`src/rtl/uuidp_pkg.sv`:
```
`timescale 1ns / 1ps
`default_nettype none

package uuidp_pkg;

  localparam logic [7:0] HYPHEN_CHAR    = 8'h2D;
  localparam logic [7:0] LEN_HYPHENATED = 8'd36;
  localparam logic [7:0] LEN_PLAIN      = 8'd32;
  localparam logic [5:0] POS_MAX        = 6'd63;

  typedef enum logic [1:0] {
    ST_OK         = 2'd0,
    ST_BAD_LEN    = 2'd1,
    ST_BAD_HYPHEN = 2'd2,
    ST_BAD_HEX    = 2'd3
  } status_t;

  typedef struct packed {
    logic [7:0] character;
    logic [7:0] string_length;
    logic       last;
  } in_item_t;

  typedef struct packed {
    logic [63:0] uuid_high;
    logic [63:0] uuid_low;
    status_t     status;
  } out_item_t;

  typedef struct packed {
    logic [5:0]   pos;
    logic [127:0] acc;
    logic         hyph_fmt;
    logic         len_bad;
    logic         hyphen_bad;
    logic         hex_bad;
  } parse_state_t;

  typedef struct packed {
    logic       bad;
    logic [3:0] nibble;
  } hex_digit_t;

  // ASCII hex digit decode; bad marks anything outside 0-9, a-f, A-F
  function automatic hex_digit_t hex_value(input logic [7:0] c);
    hex_digit_t d;
    d.bad    = 1'b0;
    d.nibble = 4'd0;
    if (c >= 8'h30 && c <= 8'h39) begin
      d.nibble = c[3:0];
    end else if ((c >= 8'h61 && c <= 8'h66) || (c >= 8'h41 && c <= 8'h46)) begin
      d.nibble = c[3:0] + 4'd9;
    end else begin
      d.bad = 1'b1;
    end
    return d;
  endfunction

endpackage

`default_nettype wire

```
`src/rtl/uuidp_core.sv`:
```
`timescale 1ns / 1ps
`default_nettype none

module uuidp_core
  import uuidp_pkg::*;
(
  input  wire parse_state_t st,
  input  wire in_item_t     item,
  output parse_state_t      st_nxt,
  output out_item_t         res,
  output logic              res_valid
);

  logic       first;
  logic       hyph_fmt;
  logic       len_bad;
  logic [5:0] declared;
  logic       hyphen_slot;
  logic       in_range;
  hex_digit_t digit;
  logic [3:0] nib;
  logic [6:0] count;
  status_t    status;
  parse_state_t upd;

  always_comb begin
    first    = (st.pos == 6'd0);
    hyph_fmt = first ? (item.string_length == LEN_HYPHENATED) : st.hyph_fmt;
    len_bad  = first ? ((item.string_length != LEN_HYPHENATED) &&
                        (item.string_length != LEN_PLAIN)) : st.len_bad;
    declared = hyph_fmt ? LEN_HYPHENATED[5:0] : LEN_PLAIN[5:0];
    hyphen_slot = (st.pos == 6'd8) || (st.pos == 6'd13) ||
                  (st.pos == 6'd18) || (st.pos == 6'd23);
    in_range = !len_bad && (st.pos < declared);
    digit    = hex_value(item.character);
    nib      = digit.bad ? 4'd0 : digit.nibble;

    upd          = st;
    upd.hyph_fmt = hyph_fmt;
    upd.len_bad  = len_bad;
    if (in_range) begin
      if (hyph_fmt && hyphen_slot) begin
        if (item.character != HYPHEN_CHAR) upd.hyphen_bad = 1'b1;
      end else begin
        if (digit.bad) upd.hex_bad = 1'b1;
        upd.acc = {st.acc[123:0], nib};
      end
    end
    if (st.pos < POS_MAX) upd.pos = st.pos + 6'd1;

    // count includes this beat; a mismatch with the declared length is a length error
    count = {1'b0, st.pos} + 7'd1;
    if (len_bad || (count != {1'b0, declared})) status = ST_BAD_LEN;
    else if (upd.hyphen_bad) status = ST_BAD_HYPHEN;
    else if (upd.hex_bad) status = ST_BAD_HEX;
    else status = ST_OK;

    res.status    = status;
    res.uuid_high = (status == ST_OK) ? upd.acc[127:64] : 64'd0;
    res.uuid_low  = (status == ST_OK) ? upd.acc[63:0] : 64'd0;
    res_valid     = item.last;

    st_nxt = item.last ? '0 : upd;
  end

endmodule

`default_nettype wire

```
`src/rtl/uuid_text_parser_top.sv`:
```
// The accepted last character is registered in the input register, then in the result register (or the skid).
// Throughput: one character per cycle while the skid is empty; one result beat per string, on its last character.
// A two-entry output (result register plus skid) keeps input flowing while a result waits.
// Reset (rst_n, synchronous, active low) empties all stages and returns the parser to position 0.
`timescale 1ns / 1ps
`default_nettype none

module uuid_text_parser_top
  import uuidp_pkg::*;
(
  input  wire            clk,
  input  wire            rst_n,
  input  wire            in_valid,
  output logic           in_ready,
  input  wire in_item_t  in_data,
  output logic           out_valid,
  input  wire            out_ready,
  output out_item_t      out_data
);

  logic         in_valid_r;
  in_item_t     in_r;
  parse_state_t st_r;
  parse_state_t st_nxt;
  out_item_t    res;
  logic         res_valid;
  logic         out_valid_r;
  out_item_t    out_r;
  logic         skid_valid_r;
  out_item_t    skid_r;
  logic         adv;
  logic         pop;

  uuidp_core u_core (
    .st        (st_r),
    .item      (in_r),
    .st_nxt    (st_nxt),
    .res       (res),
    .res_valid (res_valid)
  );

  assign adv      = in_valid_r && !skid_valid_r;
  assign in_ready = !in_valid_r || adv;
  assign pop      = out_valid_r && out_ready;

  assign out_valid = out_valid_r;
  assign out_data  = out_r;

  always_ff @(posedge clk) begin
    if (!rst_n) begin
      in_valid_r   <= 1'b0;
      st_r         <= '0;
      out_valid_r  <= 1'b0;
      skid_valid_r <= 1'b0;
    end else begin
      if (in_ready) in_valid_r <= in_valid;
      if (adv) st_r <= st_nxt;

      if (skid_valid_r) begin
        if (pop) begin
          out_r        <= skid_r;
          skid_valid_r <= 1'b0;
        end
      end else if (adv && res_valid) begin
        if (!out_valid_r || out_ready) begin
          out_r       <= res;
          out_valid_r <= 1'b1;
        end else begin
          skid_r       <= res;
          skid_valid_r <= 1'b1;
        end
      end else if (pop) begin
        out_valid_r <= 1'b0;
      end
    end
  end

  always_ff @(posedge clk) begin
    if (in_valid && in_ready) in_r <= in_data;
  end

  // skid only fills behind a stalled result
  a_skid_behind_out : assert property (@(posedge clk) disable iff (!rst_n)
    skid_valid_r |-> out_valid_r)
    else $error("skid entry without output entry");

  a_err_zero : assert property (@(posedge clk) disable iff (!rst_n)
    (out_valid_r && out_r.status != ST_OK) |->
      (out_r.uuid_high == 64'd0 && out_r.uuid_low == 64'd0))
    else $error("nonzero data on error status");

  a_last_clears : assert property (@(posedge clk) disable iff (!rst_n)
    (adv && in_r.last) |=> (st_r.pos == 6'd0 && !st_r.hex_bad && !st_r.hyphen_bad))
    else $error("parser state not cleared after last beat");

  a_stall_cause : assert property (@(posedge clk) disable iff (!rst_n)
    !in_ready |-> (in_valid_r && skid_valid_r))
    else $error("input stalled without full output stages");

endmodule

`default_nettype wire

```
`config.mk`:
```
export PLATFORM = sky130hd
export DESIGN_NAME = uuid_text_parser_top
export DESIGN_NICKNAME = d
export VERILOG_FILES = /design/src/rtl/uuidp_pkg.sv /design/src/rtl/uuidp_core.sv /design/src/rtl/uuid_text_parser_top.sv
export SDC_FILE = /design/constraint.sdc
export NUM_CORES = 1
export LEC_CHECK = 0
export ABC_AREA = 1
export BUFFER_PORTS_ARGS = -buffer_cell sky130_fd_sc_hd__clkbuf_2
export CORE_MARGIN = 2
export CORE_UTILIZATION = 54
export DETAILED_ROUTE_END_ITERATION = 8
export GPL_TIMING_DRIVEN = 0
export HOLD_SLACK_MARGIN = 0.12
export MAX_ROUTING_LAYER = met4
export PLACE_DENSITY = 0.82
export SLEW_MARGIN = 20
export SYNTH_ARGS = -nofsm -noshare
export SYNTH_HDL_FRONTEND = slang
export SYNTH_SLANG_ARGS = --single-unit
```
`constraint.sdc`:
```
create_clock -name clk -period 18.3 [get_ports clk]
set_input_delay 3.66 -clock clk [delete_from_list [all_inputs] [get_ports clk]]
set_output_delay 3.66 -clock clk [all_outputs]
set_load 0.02 [all_outputs]
```
* Word level (Yosys, flattened, before mapping)
Index checks and enable logic that the tools add are counted.
Storage, ports and cells: flip-flop bits (word level) 418, output and inout port bits 132, logic and storage cells 106
Operators by class: $add $sub $neg 3, magnitude comparators 8, equality and inequality tests 11, muxes and demuxes 33, bitwise operators 2, reduce and logical (&&, ||, !) cells 31
Operators with widths (number):
- 130-bit 2-to-1 mux | 4
- 128-bit 2-to-1 mux | 2
- 138-bit 2-to-1 mux | 1
- 64-bit 2-to-1 mux | 2
- 8-bit by 6-bit != test with 1-bit output, second input constant | 3
- 8-bit by 7-bit greater-or-equal comparator with 1-bit output, second input constant | 2
- 8-bit by 7-bit <= comparator with 1-bit output, second input constant | 2
- 1-bit 2-to-1 mux | 15
- 6-bit by 4-bit equality test with 1-bit output, second input constant | 2
- 6-bit by 5-bit equality test with 1-bit output, second input constant | 2
- 4-bit 2-to-1 mux | 3
- 1-bit logical AND | 10
- 8-bit by 6-bit equality test with 1-bit output, second input constant | 1
- 8-bit by 6-bit greater-or-equal comparator with 1-bit output, second input constant | 1
- 8-bit by 6-bit <= comparator with 1-bit output, second input constant | 1
- 2-bit 2-to-1 mux | 4
- 4-bit AND reduction | 2
- 2-bit nonzero test | 4
- 6-bit by 1-bit adder with 7-bit output, second input constant | 1
- 1-bit logical OR | 7
- 7-bit by 6-bit != test with 1-bit output | 1
- 6-bit by 1-bit adder with 6-bit output, second input constant | 1
- 6-bit zero test | 1
- 6-bit less-than comparator | 1
- other kinds (10) | 15

* Logic depth before layout (Yosys ltp)
word-level depth 16, gate-level depth with buffers 15, gate-level depth less buffers 14

* Cells and area by module
A second synthesis with hierarchy kept.
Unflattened totals: cell total of the unflattened synthesis 2166, area total of the unflattened synthesis 18557.8 sq um
By module, submodules not included:
- uuid_text_parser_top | instances 1, cells each 1319, area an instance 14831.7 sq um, sequential area each 11140.7 sq um
- uuidp_core | instances 1, cells each 847, area an instance 3726.1 sq um, sequential area each 0.0 sq um

* Least setup slack after synthesis
OpenSTA, ideal clock, no wires.
path kind input -> register, start point input out_ready, end point register skid_r[0] (netlist bit), enable pin, library setup time 953 ps, data arrival time 16262 ps, required time 17347 ps, setup slack 1085 ps, stages 1, buffers on the path 0, cell sequence nor4_1
On the way: longest elaborated chain between the ends 3
RTL lines:
- start, declared | line uuid_text_parser_top.sv:17 | input wire out_ready,
- 1-bit logical OR | line uuid_text_parser_top.sv:65 | if (!out_valid_r || out_ready) begin
- 1-bit inverter (no line)
- 4-bit AND reduction (no line)
- end signal, assigned | line uuid_text_parser_top.sv:69 | skid_r <= res;
- end, declared | line uuid_text_parser_top.sv:30 | out_item_t skid_r;
Every way passes these cells. A chain may end at the register's enable or synchronous reset.

* Final worst setup path
start point input rst_n, end point register skid_r[30] (netlist bit), enable pin
On the way: longest elaborated chain between the ends 1
RTL lines:
- start, declared | line uuid_text_parser_top.sv:12 | input wire rst_n,
- 4-bit AND reduction (no line)
Every way passes these cells.

==> flow_metrics.env <==
export IMPL_cts_sinks=418
export IMPL_regToRegEndpoint="skid_r[30]"
export IMPL_path_clk_slew_ns=0.06
export IMPL_required_ns=18.53
export IMPL_rows=67
export IMPL_syn_area_um2=18510
export IMPL_drv_slew=0
export IMPL_cts_hold_buf=0
export IMPL_tightest_slew_ns=0.8627
export IMPL_grt_max_degree=32
export IMPL_multiInputGateArea_um2=5832
export IMPL_ir_drop_mv=0.05671
export IMPL_instances_no_fill=2794
export IMPL_clockBufferDepth=3
export IMPL_syn_nets=2118
export IMPL_whs_path_depth=2
export IMPL_synth_seq_cells=418
export IMPL_relSlewSlack_pct=42.49
export IMPL_grt_overflow=0
export IMPL_drv_cap=0
export IMPL_antenna_found_initial=1
export IMPL_arrival_ns=6.11
export IMPL_dieArea_um2=35780
export IMPL_worstSetupPathType="in2reg"
export IMPL_setup_viol=0
export IMPL_die_width_um=189.1
export IMPL_fillCellCount=2632
export IMPL_power_mw=2.037
export IMPL_max_freq_ghz=0.1699
export IMPL_synth_cell_types=31
export IMPL_skew_ns=0.02109
export IMPL_drtIter0Drc=1442
export IMPL_status="finished clean"
export IMPL_ff_latch_area_um2=11140
export IMPL_synth_yosys_seq_area_share_pct=60.19
export IMPL_pin_count=153
export IMPL_hold_path_class="reg2reg"
export IMPL_first_global_vias=13770
export IMPL_drcViolationCount=0
export IMPL_die_h_um=189.1
export IMPL_cellLeakagePower_nw=7.838
export IMPL_postRouteAntennaNets=0
export IMPL_syn_inst=2088
export IMPL_finalHoldViolations=0
export IMPL_period_minus_slack_ns=5.884
export IMPL_htreeDepth=2
export IMPL_gp_congestion=0.8717
export IMPL_post_cts_buffers=0
export IMPL_min_from="st_r[0]"
export IMPL_reg2reg_from="skid_valid_r"
export IMPL_root_buffer="clkbuf_16"
export IMPL_crit_fanout=10
export IMPL_core_area_um2=33620
export IMPL_tns_ns=0
export IMPL_viasPerCell=5.257
export IMPL_end_kind="flip-flop"
export IMPL_syn_area_per_cell_um2=8.865
export IMPL_grt_pass1_wl_um=69550
export IMPL_holdPathEnd="st_r[0]"
export IMPL_port_buffers=152
export IMPL_syn2layout_area_growth_pct=16.78
export IMPL_firstDrtPassIters=5
export IMPL_final_net_count=2342
export IMPL_cts_repair_resized=0
export IMPL_wl_per_cell_um=15.46
export IMPL_fin_crit_sh_pct=32.16
export IMPL_synth_warnings=0
export IMPL_cts_buffers=42
export IMPL_dp_cells=2716
export IMPL_synth_edf_count=277
export IMPL_cts_tree="yes"
export IMPL_synthArstFlopShare_pct=0
export IMPL_drive_gt1_share_pct=18.00
export IMPL_worstRegToRegCells=13
export IMPL_worstSetupStartpointType="input pin"
export IMPL_clk_latency_ns=0.54
export IMPL_finalWirelength_um=43190
export IMPL_design_area_um2=21620
export IMPL_rrSetupSlack_ns=14.73
export IMPL_p_per_area_nw_per_um2=94.22
export IMPL_vias=14690
export IMPL_rsz0062_at_grt="false"
export IMPL_dpl_cell_area_um2=20110
export IMPL_dpl_hpwl_um=29470
export IMPL_start_util_pct=55.06
export IMPL_grt_util_all_layers_pct=24.81
export IMPL_synth_main_ff_cell="edfxtp_1"
==> flip-flops by register name, indices dropped and copies added, names as in the netlist <==
signal and count:
in_r 17, skid_r 130, st_r 138, skid_valid_r 1, out_data 130, out_valid 1, in_valid_r 1
==> cells by family (layout without fill, tap and decap cells) <==
logic type | after synthesis | count (layout) | share of synthesized area, %
adder cells (fa/ha/maj) | 9 | 9 | 0.6084
AND/OR/NAND/NOR | 1014 | 1014 | 21.87
XOR/XNOR | 2 | 2 | 0.09465
other | 0 | 1 | 0
buffers and inverters | 362 | 619 | 8.402
AO/OA/AOI/OAI | 283 | 283 | 8.835
flip-flops | 418 | 418 | 60.19
==> report_power, final <==
group / switching (mW) / internal (mW)
sequential: 0.00336 / 1.00
clock: 0.362 / 0.576
combinational: 0.0694 / 0.0218
==> cell usage in the layout (no fill, tap or decap), types with 19 or more instances in the layout <==
cell type  instances
nand2_1          702
edfxtp_1         277
inv_1            178
clkbuf_2         152
nor2_1           148
a21oi_1          142
nand3_1          141
dfxtp_1          141
o21ai_1           73
clkbuf_1          62
inv_2             55
o21ai_2           53
clkbuf_16         43
buf_2             41
buf_1             20
buf_6             19
==> synth_stat cells, types with 4 or more instances <==
library cell  instances  area, um2
edfxtp_1            277       8318
nand2_2               5      31.28
nand3_1             141      705.7
o21ai_0               7      35.03
dfxtp_1             141       2823
nor2_1              149      559.3
buf_4                 8      60.06
inv_1               178      668.1
clkbuf_1             58      217.7
o21ai_1              73      365.4
nor3_1                5      25.02
buf_1                20      75.07
buf_2                25      125.1
a21oi_1             143      715.7
buf_6                18      202.7
nand2_1             702       2635
o21ai_2              53      464.2
inv_2                55      206.5
nand4_1               4      25.02
ha_1                  9      112.6
==> worst max-delay path, cell delays in order <==
cell      delay, ns
clkbuf_2       0.15
inv_1          0.08
clkbuf_1       0.26
nor4_2         0.55
buf_2          0.29
buf_2          0.22
buf_4          0.21
buf_2          0.25
buf_2          0.20
buf_2          0.22
==> metrics by stage <==
stage          utilization, %  hold slack [ns]  setup slack, ns
6_report                64.31           0.4640            12.42
5_1_grt                 64.31           0.4803            12.21
4_1_cts                 64.30           0.4651            12.39
3_5_place_dp            59.82           0.4521            11.90
3_3_place_gp            58.99           0.4496           -4.293
2_1_floorplan               -           0.4354            1.085
==> how the worst max path moves through the flow <==
stage / from / to / slack, ns / cells past startpoint
final: rst_n / skid_r[30] / 12.42 / 10
after global routing: rst_n / skid_r[46] / 12.21 / 10
after CTS: skid_valid_r / in_ready / 12.39 / 4
after detailed placement: rst_n / skid_r[38] / 11.90 / 10
after global placement: rst_n / skid_r[38] / -4.29 / 4
after floorplan: out_ready / skid_r[0] / 1.09 / 1
==> cell type report <==
class | instances | share of cell area, %
clock inverter | 29 | 1.858
antenna | 1 | 0.01158
clock buffer | 48 | 5.111
buffer | 129 | 3.149
sequential | 418 | 51.54
inverter | 233 | 4.046
timing repair buffer | 180 | 4.717
multi-input combinational | 1308 | 26.98
tap | 448 | 2.593
==> layer usage <==
metal  global-route usage [%]  vias up  share of wire [%]  routed length, um
met3                    3.503      105                7.1               3049
met2                    38.31      563                 46              19970
li1                         -     7182                  -                  -
met4                    8.534        0                3.1               1358
met5                        -        -                  0                  0
met1                    33.89     6838                 44              18820
Power figures use the tool's default switching activity.
